[config.mk]
export PLATFORM = sky130hd
export DESIGN_NAME = sorted_array_priority_queue
export DESIGN_NICKNAME = d
export VERILOG_FILES = /design/src/rtl/spq_pkg.sv /design/src/rtl/spq_cell.sv /design/src/rtl/sorted_array_priority_queue.sv
export SDC_FILE = /design/constraint.sdc
export NUM_CORES = 2
export LEC_CHECK = 0
export BUFFER_PORTS_ARGS = -buffer_cell sky130_fd_sc_hd__buf_2
export CAP_MARGIN = 30
export CORE_UTILIZATION = 61
export DETAILED_ROUTE_END_ITERATION = 12
export GPL_TIMING_DRIVEN = 1
export PLACE_DENSITY = 0.78
export SYNTH_ARGS = -nofsm -noshare
export SYNTH_HDL_FRONTEND = slang
export SYNTH_HIERARCHICAL = 1
export SYNTH_SLANG_ARGS = --single-unit
[constraint.sdc]
create_clock -name i_clk -period 13.4 [get_ports i_clk]
set_clock_uncertainty 0.1 [all_clocks]
set_input_delay 1.34 -clock i_clk [delete_from_list [all_inputs] [get_ports i_clk]]
set_output_delay 1.34 -clock i_clk [all_outputs]
set_load 0.05 [all_outputs]
[src/rtl/spq_pkg.sv]
// Shared types and codes for the sorted array priority queue.
// Used by spq_cell and by the top level; depends on nothing else.
`timescale 1ns / 1ps

package spq_pkg;

    localparam int KEY_W    = 32;
    localparam int OP_W     = 2;
    localparam int STATUS_W = 2;
    localparam int OIDX_W   = 4;
    localparam int OCNT_W   = 5;
    localparam int CAP_W    = 5;
    localparam logic [CAP_W-1:0] CAP_RESET = 5'd16;

    localparam logic [OP_W-1:0] OP_INSERT  = 2'd0;
    localparam logic [OP_W-1:0] OP_DEQUEUE = 2'd1;
    localparam logic [OP_W-1:0] OP_FIND    = 2'd2;

    localparam logic [STATUS_W-1:0] ST_OK        = 2'd0;
    localparam logic [STATUS_W-1:0] ST_FULL      = 2'd1;
    localparam logic [STATUS_W-1:0] ST_EMPTY     = 2'd2;
    localparam logic [STATUS_W-1:0] ST_NOT_FOUND = 2'd3;

    // What one cell hands to its right neighbor.
    typedef struct packed {
        logic                    valid;
        logic                    ge;
        logic signed [KEY_W-1:0] key;
    } t_link;

    // Broadcast command for the current transaction.
    typedef struct packed {
        logic                    insert;
        logic                    dequeue;
        logic signed [KEY_W-1:0] key;
    } t_ctrl;

endpackage

[src/rtl/spq_cell.sv]
// One slot of the sorted array: holds a key and its valid bit.
// Compares against the broadcast key and shifts with its left neighbor; uses spq_pkg.
`timescale 1ns / 1ps

module spq_cell
    import spq_pkg::*;
(
    input  logic  i_clk,
    input  logic  i_rst_n,
    input  t_ctrl i_ctrl,
    input  t_link i_left,
    input  logic  i_right_valid,
    output t_link o_link,
    output logic  o_last,
    output logic  o_match
);

    logic                    r_valid;
    logic signed [KEY_W-1:0] r_key;
    logic                    n_valid;
    logic signed [KEY_W-1:0] n_key;
    logic                    w_ge;
    logic                    w_end;

    // Valid cells form a prefix, so the held keys at or above the search key
    // form a contiguous run ending at the last valid cell.
    assign w_ge   = r_valid && !(r_key < i_ctrl.key);
    assign w_end  = i_left.valid && !r_valid;
    assign o_last = r_valid && !i_right_valid;
    // The first cell of the run is the only place an equal key can be first.
    assign o_match = w_ge && !i_left.ge && (r_key == i_ctrl.key);

    assign o_link = '{valid: r_valid, ge: w_ge, key: r_key};

    always_comb begin
        n_valid = r_valid;
        n_key   = r_key;
        if (i_ctrl.insert) begin
            if (i_left.ge) begin
                n_valid = 1'b1;
                n_key   = i_left.key;
            end else if (w_ge || w_end) begin
                n_valid = 1'b1;
                n_key   = i_ctrl.key;
            end
        end else if (i_ctrl.dequeue && o_last) begin
            n_valid = 1'b0;
        end
    end

    always_ff @(posedge i_clk) begin
        if (!i_rst_n) begin
            r_valid <= 1'b0;
        end else begin
            r_valid <= n_valid;
        end
        r_key <= n_key;
    end

endmodule

[src/rtl/sorted_array_priority_queue.sv]
// Sorted array priority queue built as a row of DEPTH compare-and-shift cells.
// The result is registered and appears in the cycle after the input transaction is accepted.
// Throughput: one transaction per cycle while the output is not stalled; every cell compares and shifts in that cycle.
// Reset clears the count and all cell valid bits and sets capacity to 16.
// Key storage is not reset; only cells marked valid are ever read.
`timescale 1ns / 1ps

module sorted_array_priority_queue
    import spq_pkg::*;
#(
    parameter int DEPTH = 16
) (
    input  logic                  i_clk,
    input  logic                  i_rst_n,
    input  logic                  i_cfg_valid,
    output logic                  o_cfg_ready,
    input  logic [CAP_W-1:0]      i_cfg_data,    // capacity
    input  logic                  s_axis_tvalid,
    output logic                  s_axis_tready,
    input  logic [KEY_W-1:0]      s_axis_tdata,  // [31:0] key
    input  logic [OP_W-1:0]       s_axis_tuser,  // [1:0] op
    output logic                  m_axis_tvalid,
    input  logic                  m_axis_tready,
    output logic [47:0]           m_axis_tdata,  // [31:0] out_key, [35:32] out_index,
                                                 // [40:36] count, [47:41] zero
    output logic [STATUS_W-1:0]   m_axis_tuser   // [1:0] status
);

    localparam int CW = $clog2(DEPTH + 1);
    localparam int IW = $clog2(DEPTH);
    localparam int LW = (CW > CAP_W) ? CW : CAP_W;

    logic [CAP_W-1:0]        r_cap;
    logic [CW-1:0]           r_count;
    logic [CW-1:0]           n_count;
    logic                    r_out_valid;
    logic [STATUS_W-1:0]     r_status;
    logic [KEY_W-1:0]        r_out_key;
    logic [OIDX_W-1:0]       r_out_index;
    logic [OCNT_W-1:0]       r_out_count;

    logic                    w_accept;
    logic [LW-1:0]           w_limit;
    logic                    w_full;
    logic                    w_empty;
    logic                    w_is_ins;
    logic                    w_is_deq;
    logic                    w_is_find;
    t_ctrl                   w_ctrl;
    t_link                   w_link [DEPTH+1];
    logic [DEPTH-1:0]        w_valid;
    logic [DEPTH:0]          w_rvalid;
    logic [DEPTH-1:0]        w_last;
    logic [DEPTH-1:0]        w_match;
    logic signed [KEY_W-1:0] w_deq_key;
    logic [IW-1:0]           w_find_idx;
    logic                    w_find_hit;
    logic [31:0]             w_idx_ext;
    logic [31:0]             w_cnt_ext;
    logic [STATUS_W-1:0]     w_status;
    logic [KEY_W-1:0]        w_okey;
    logic [IW-1:0]           w_oidx;

    assign o_cfg_ready   = 1'b1;
    assign s_axis_tready = !r_out_valid || m_axis_tready;
    assign w_accept      = s_axis_tvalid && s_axis_tready;

    assign w_limit = (LW'(r_cap) > LW'(DEPTH)) ? LW'(DEPTH) : LW'(r_cap);
    assign w_full  = LW'(r_count) >= w_limit;
    assign w_empty = (r_count == '0);

    assign w_is_ins  = (s_axis_tuser == OP_INSERT);
    assign w_is_deq  = (s_axis_tuser == OP_DEQUEUE);
    assign w_is_find = (s_axis_tuser == OP_FIND);

    assign w_ctrl = '{insert:  w_accept && w_is_ins && !w_full,
                      dequeue: w_accept && w_is_deq && !w_empty,
                      key:     s_axis_tdata};

    // The virtual cell left of slot 0 is valid and never at or above the key.
    assign w_link[0] = '{valid: 1'b1, ge: 1'b0, key: '0};
    assign w_rvalid  = {1'b0, w_valid};

    for (genvar g = 0; g < DEPTH; g++) begin : g_cell
        spq_cell u_cell (
            .i_clk         (i_clk),
            .i_rst_n       (i_rst_n),
            .i_ctrl        (w_ctrl),
            .i_left        (w_link[g]),
            .i_right_valid (w_rvalid[g+1]),
            .o_link        (w_link[g+1]),
            .o_last        (w_last[g]),
            .o_match       (w_match[g])
        );
        assign w_valid[g] = w_link[g+1].valid;
    end

    // At most one cell raises last and at most one raises match, so these are
    // plain one-hot selections.
    always_comb begin
        w_deq_key  = '0;
        w_find_idx = '0;
        w_find_hit = 1'b0;
        for (int i = 0; i < DEPTH; i++) begin
            if (w_last[i]) begin
                w_deq_key = w_deq_key | w_link[i+1].key;
            end
            if (w_match[i]) begin
                w_find_idx = w_find_idx | IW'(i);
                w_find_hit = 1'b1;
            end
        end
    end

    always_comb begin
        n_count  = r_count;
        w_status = ST_OK;
        w_okey   = '0;
        w_oidx   = '0;
        if (w_is_ins) begin
            if (w_full) begin
                w_status = ST_FULL;
            end else begin
                n_count = r_count + CW'(1);
            end
        end else if (w_is_deq) begin
            if (w_empty) begin
                w_status = ST_EMPTY;
            end else begin
                n_count = r_count - CW'(1);
                w_okey  = w_deq_key;
            end
        end else if (w_is_find) begin
            if (w_find_hit) begin
                w_oidx = w_find_idx;
            end else begin
                w_status = ST_NOT_FOUND;
            end
        end
    end

    assign w_idx_ext = 32'(w_oidx);
    assign w_cnt_ext = 32'(n_count);

    always_ff @(posedge i_clk) begin
        if (!i_rst_n) begin
            r_cap       <= CAP_RESET;
            r_count     <= '0;
            r_out_valid <= 1'b0;
        end else begin
            if (i_cfg_valid) begin
                r_cap <= i_cfg_data;
            end
            if (w_accept) begin
                r_count     <= n_count;
                r_out_valid <= 1'b1;
            end else if (m_axis_tready) begin
                r_out_valid <= 1'b0;
            end
        end
        if (w_accept) begin
            r_status    <= w_status;
            r_out_key   <= w_okey;
            r_out_index <= w_idx_ext[OIDX_W-1:0];
            r_out_count <= w_cnt_ext[OCNT_W-1:0];
        end
    end

    assign m_axis_tvalid = r_out_valid;
    assign m_axis_tuser  = r_status;
    assign m_axis_tdata  = {7'd0, r_out_count, r_out_index, r_out_key};

    // The valid bits in the row always agree with the count register.
    a_valid_matches_count: assert property (
        @(posedge i_clk) disable iff (!i_rst_n)
        $countones(w_valid) == int'(r_count)
    ) else $error("cell valid bits disagree with count");

    // Valid cells always form a prefix of the row.
    a_valid_prefix: assert property (
        @(posedge i_clk) disable iff (!i_rst_n)
        ((w_valid & (w_valid + DEPTH'(1))) == '0)
    ) else $error("valid cells are not a prefix");

    // An accepted insert with room grows the count by one.
    a_insert_grows: assert property (
        @(posedge i_clk) disable iff (!i_rst_n)
        (w_accept && w_is_ins && !w_full) |=> (r_count == $past(r_count) + CW'(1))
    ) else $error("insert did not grow the count");

    // An empty report on dequeue always comes with a zero count.
    a_empty_count: assert property (
        @(posedge i_clk) disable iff (!i_rst_n)
        (r_out_valid && (r_status == ST_EMPTY)) |-> (r_out_count == '0)
    ) else $error("empty status with nonzero count");

endmodule
Word level (Yosys, flattened, before mapping)
Cells that the tools add are included.
{"block": "word_totals", "output_inout_bits": 53, "reg_bits": 582, "wordCells": 482}
{"block": "classes", "bitwise": 18, "magnitude_cmp": 18, "n_mux": 153, "reduce_logical": 218, "n_eq_ne": 34, "n_addsub": 2}
{"cell": "2-to-1 mux 32 bit", "count": 46}
{"cell": "== test 32 bit", "count": 16}
{"cell": "less-than comparator 32 bit", "count": 16}
{"cell": "bitwise OR 32 bit", "count": 15}
{"cell": "logical AND 1 bit", "count": 83}
{"cell": "2-to-1 mux 1 bit", "count": 83}
{"cell": "AND reduction 2 bit", "count": 32}
{"cell": "nonzero test 2 bit", "count": 32}
{"cell": "zero test 1 bit", "count": 50}
{"cell": "!= test 3 x 1 -> 1 bit (second input constant)", "count": 14}
{"cell": "2-to-1 mux 4 bit", "count": 8}
{"cell": "2-to-1 mux 5 bit", "count": 5}
{"cell": "logical OR 1 bit", "count": 17}
{"cell": "2-to-1 mux 2 bit", "count": 7}
{"cell": "2-to-1 mux 3 bit", "count": 4}
{"cell": "adder 5 x 1 -> 5 bit (second input constant)", "count": 1}
{"cell": ">= comparator 5 bit", "count": 1}
{"cell": "> comparator 5 bit (second input constant)", "count": 1}
{"cell": "zero test 5 bit", "count": 1}
{"cell": "subtractor 5 x 1 -> 5 bit (second input constant)", "count": 1}
{"cell": "OR reduction 4 bit", "count": 1}
{"cell": "!= test 3 x 2 -> 1 bit (second input constant)", "count": 1}
{"cell": "inverter 1 bit", "count": 3}
{"cell": "OR reduction 3 bit", "count": 1}
{"cell": "other kinds (4)", "count": 4}

Depth between registers and ports, before layout
{"block": "depth", "ltp_word": 33, "ltp_mapped": 18, "mapped_depth_nobuf": 16}

Modules after synthesis
The synthesis kept the hierarchy.
{"mod": "spq_cell (g_cell[0].u_cell ...)", "cells_per_inst": 237, "seq_area_each_um2": 980.9, "area_each_um2": 2194.6, "n_inst": 12}
{"mod": "spq_cell (g_cell[6].u_cell ...)", "cells_per_inst": 236, "seq_area_each_um2": 980.9, "area_each_um2": 2184.6, "n_inst": 4}
{"mod": "sorted_array_priority_queue", "cells_per_inst": 622, "seq_area_each_um2": 1511.4, "area_each_um2": 5172.5, "n_inst": 1}

Worst setup path before layout
No wires, ideal clock.
{"block": "synth_path", "path_type": "input-to-reg", "from": "input port m_axis_tready", "to": "register g_cell[0].u_cell.r_key[0], enable pin", "slack_ps": 7526, "setup_ps": 441, "cell_stages": 6, "n_path_buf": 1, "arrival_ps": 5334, "path_cell_list": "nand2b_1 -> nand2_1 -> clkbuf_1 -> nor2_1 -> inv_1 -> a31oi_1"}
{"element": "start: declaration", "line": "sorted_array_priority_queue.sv:23", "rtl": "input logic m_axis_tready,"}
{"element": "end signal: assignment", "line": "spq_cell.sv:57", "rtl": "r_key <= n_key;"}
{"element": "end: declaration", "line": "spq_cell.sv:19", "rtl": "logic signed [KEY_W-1:0] r_key;"}

==> results.sh <==
export IMPL_status="finished with violations"
export IMPL_violations="DRC"
export IMPL_max_slew_margin_rel=0.212
export IMPL_coreArea_um2=64800
export IMPL_syn_area_um2=40200
export IMPL_finalCriticalPeriod_ns=5.93
export IMPL_start_util=0.621
export IMPL_io_buffer_count=88
export IMPL_area_growth_pct=9.19
export IMPL_rsz0062_at_grt="false"
export IMPL_vias=36700
export IMPL_antenna_found_initial=14
export IMPL_drt_iter0_drc=5807
export IMPL_start_kind="input pin"
export IMPL_wire_per_inst_um=27.5
export IMPL_power_density_nw_per_um2=96.8
export IMPL_rrSetupSlack_ns=8.17
export IMPL_cts_resized=0
export IMPL_holdBufCountCts=0
export IMPL_wirelength_mm=147
export IMPL_cts_tree="yes"
export IMPL_numClockSinks=582
export IMPL_tightest_slew_ns=1.18
export IMPL_setup_ws_ns=7.47
export IMPL_rows=93
export IMPL_hp_start="r_cap[1]"
export IMPL_grt_pass1_wl_mm=214
export IMPL_hpwlAfterDp_mm=109
export IMPL_critPathArrivalTime_ns=6.08
export IMPL_cp_end_kind="flip-flop"
export IMPL_dieArea_um2=67000
export IMPL_route_detailed_drc=2
export IMPL_cts_max_path_buffers=3
export IMPL_synth_cells=4408
export IMPL_htree_num_levels=3
export IMPL_avgViaCountPerCell=6.84
export IMPL_r2r_end="r_out_index[0]"
export IMPL_io_pins=97
export IMPL_overflow=0
export IMPL_pre_cts_ws_ns=7.11
export IMPL_die_w_um=259
export IMPL_critPathLaunch="s_axis_tdata[9]"
export IMPL_finalSetupViolations=0
export IMPL_reg2regPathDepth=15
export IMPL_final_max_slew_viol_count=0
export IMPL_crit_fanout=66
export IMPL_cts_made_buffers=68
export IMPL_fmax_mhz=169
export IMPL_finalHoldViolCount=0
export IMPL_drive_above_1_share=0.0779
export IMPL_crit_required_ns=13.55
export IMPL_ir_drop_v=0.0000713
export IMPL_worstSkewPairLatency_ns=0.64
export IMPL_fin_crit_sh=0.443
export IMPL_ys_warn_count=6
export IMPL_gp_congestion=1.05
export IMPL_power_leakage_uw=0.0174
export IMPL_critPathKind="input pin to flip-flop"
export IMPL_tns_ns=0
export IMPL_drt_pre_antenna_iters=12
export IMPL_post_cts_setup_buffer_count=0
export IMPL_cp_endpoint="g_cell[14].u_cell/r_key[7]"
export IMPL_antenna_left=0
export IMPL_cap_violations=0
export IMPL_syn_avg_cell_area_um2=9.13
export IMPL_clock_root_buffer="clkbuf_16"
export IMPL_clk_pin_slew_ns=0.06
export IMPL_first_global_vias=33800
export IMPL_timing_rr_start="g_cell[0].u_cell/r_key[14]"
export IMPL_track_usage=0.435
export IMPL_fp_dieH_um=259
export IMPL_layout_nets=5020
export IMPL_min_path_type="flip-flop to flip-flop"
export IMPL_grt_max_degree=67
==> state kept, by name (all words and copies together), names as in the netlist <==
register	flops
r_cap	5
r_count	5
m_axis_tuser	2
m_axis_tvalid	1
g_cell.u_cell/r_valid	16
r_out_count	5
r_out_index	4
r_out_key	32
g_cell.u_cell/r_key	512
==> worst min path at each step <==
stage | end | depth (start not counted)
floorplan | r_cap[0] | 2
global placement | r_cap[3] | 2
detailed placement | r_cap[1] | 2
CTS | r_cap[1] | 2
global route | r_cap[1] | 2
finish | r_cap[1] | 2
==> report_power, final <==
group | internal (uW) | leakage [uW] | total [uW] | switching (uW)
clock network | 1020 | 0.00102 | 1810 | 784
registers | 2010 | 0.00526 | 2020 | 9.96
logic | 133 | 0.0112 | 430 | 298
total | 3160 | 0.0174 | 4250 | 1090
==> critical path, cell delays in order <==
cell	delay, ns
buf_2	0.35
inv_1	0.14
ha_1	0.34
nand4_1	0.42
nor4_1	0.91
o21ai_0	0.20
a31oi_1	0.24
o211ai_1	0.20
nand2_2	0.10
buf_4	0.60
a21oi_1	0.16
a31oi_4	0.50
buf_4	0.53
==> placed cells by master, fill, tap and decap left out, types with 32 or more instances in the layout <==
| cell type | instances |
|---|---|
| nor4_1 | 35 |
| o211ai_1 | 33 |
| inv_1 | 566 |
| o21ai_0 | 576 |
| a221oi_1 | 56 |
| edfxtp_1 | 555 |
| nor3_1 | 40 |
| nor2_1 | 139 |
| a22o_1 | 56 |
| a21oi_1 | 247 |
| clkbuf_16 | 69 |
| nand4_1 | 99 |
| a22oi_1 | 160 |
| buf_2 | 88 |
| nand2_1 | 697 |
| buf_4 | 46 |
| conb_1 | 47 |
| nand3_1 | 111 |
| or4_1 | 32 |
| ha_1 | 519 |
==> through the flow <==
step,util,power (uW),instances,area [um2],hold slack [ns]
3_3_place_gp,0.644,2450,5235,41700,0.395
2_1_floorplan,-,2330,4453,40400,0.352
4_1_cts,0.677,4230,5360,43900,0.417
3_5_place_dp,0.645,2460,5239,41800,0.403
5_1_grt,0.678,4350,5364,43900,0.432
6_report,0.678,4250,5368,43900,0.401
==> final cells by class <==
cell class / count / area, um2
diodes: 5 / 12.5
clock buffers: 91 / 1840
clock inverters: 30 / 231
fillers: 5135 / 20900
inverters: 567 / 2130
multi-input cells: 3097 / 20500
flip-flops and latches: 582 / 17200
well taps: 855 / 1070
repair buffers: 141 / 918
==> layer usage <==
metal	up-vias	track usage	wire length [um]
li1	16000	-	-
met1	17100	0.587	53400
met2	3115	0.592	58300
met3	491	0.192	27700
met4	18	0.206	7780
met5	-	0.00499	149
No activity file was read; power rests on OpenSTA's default activity.
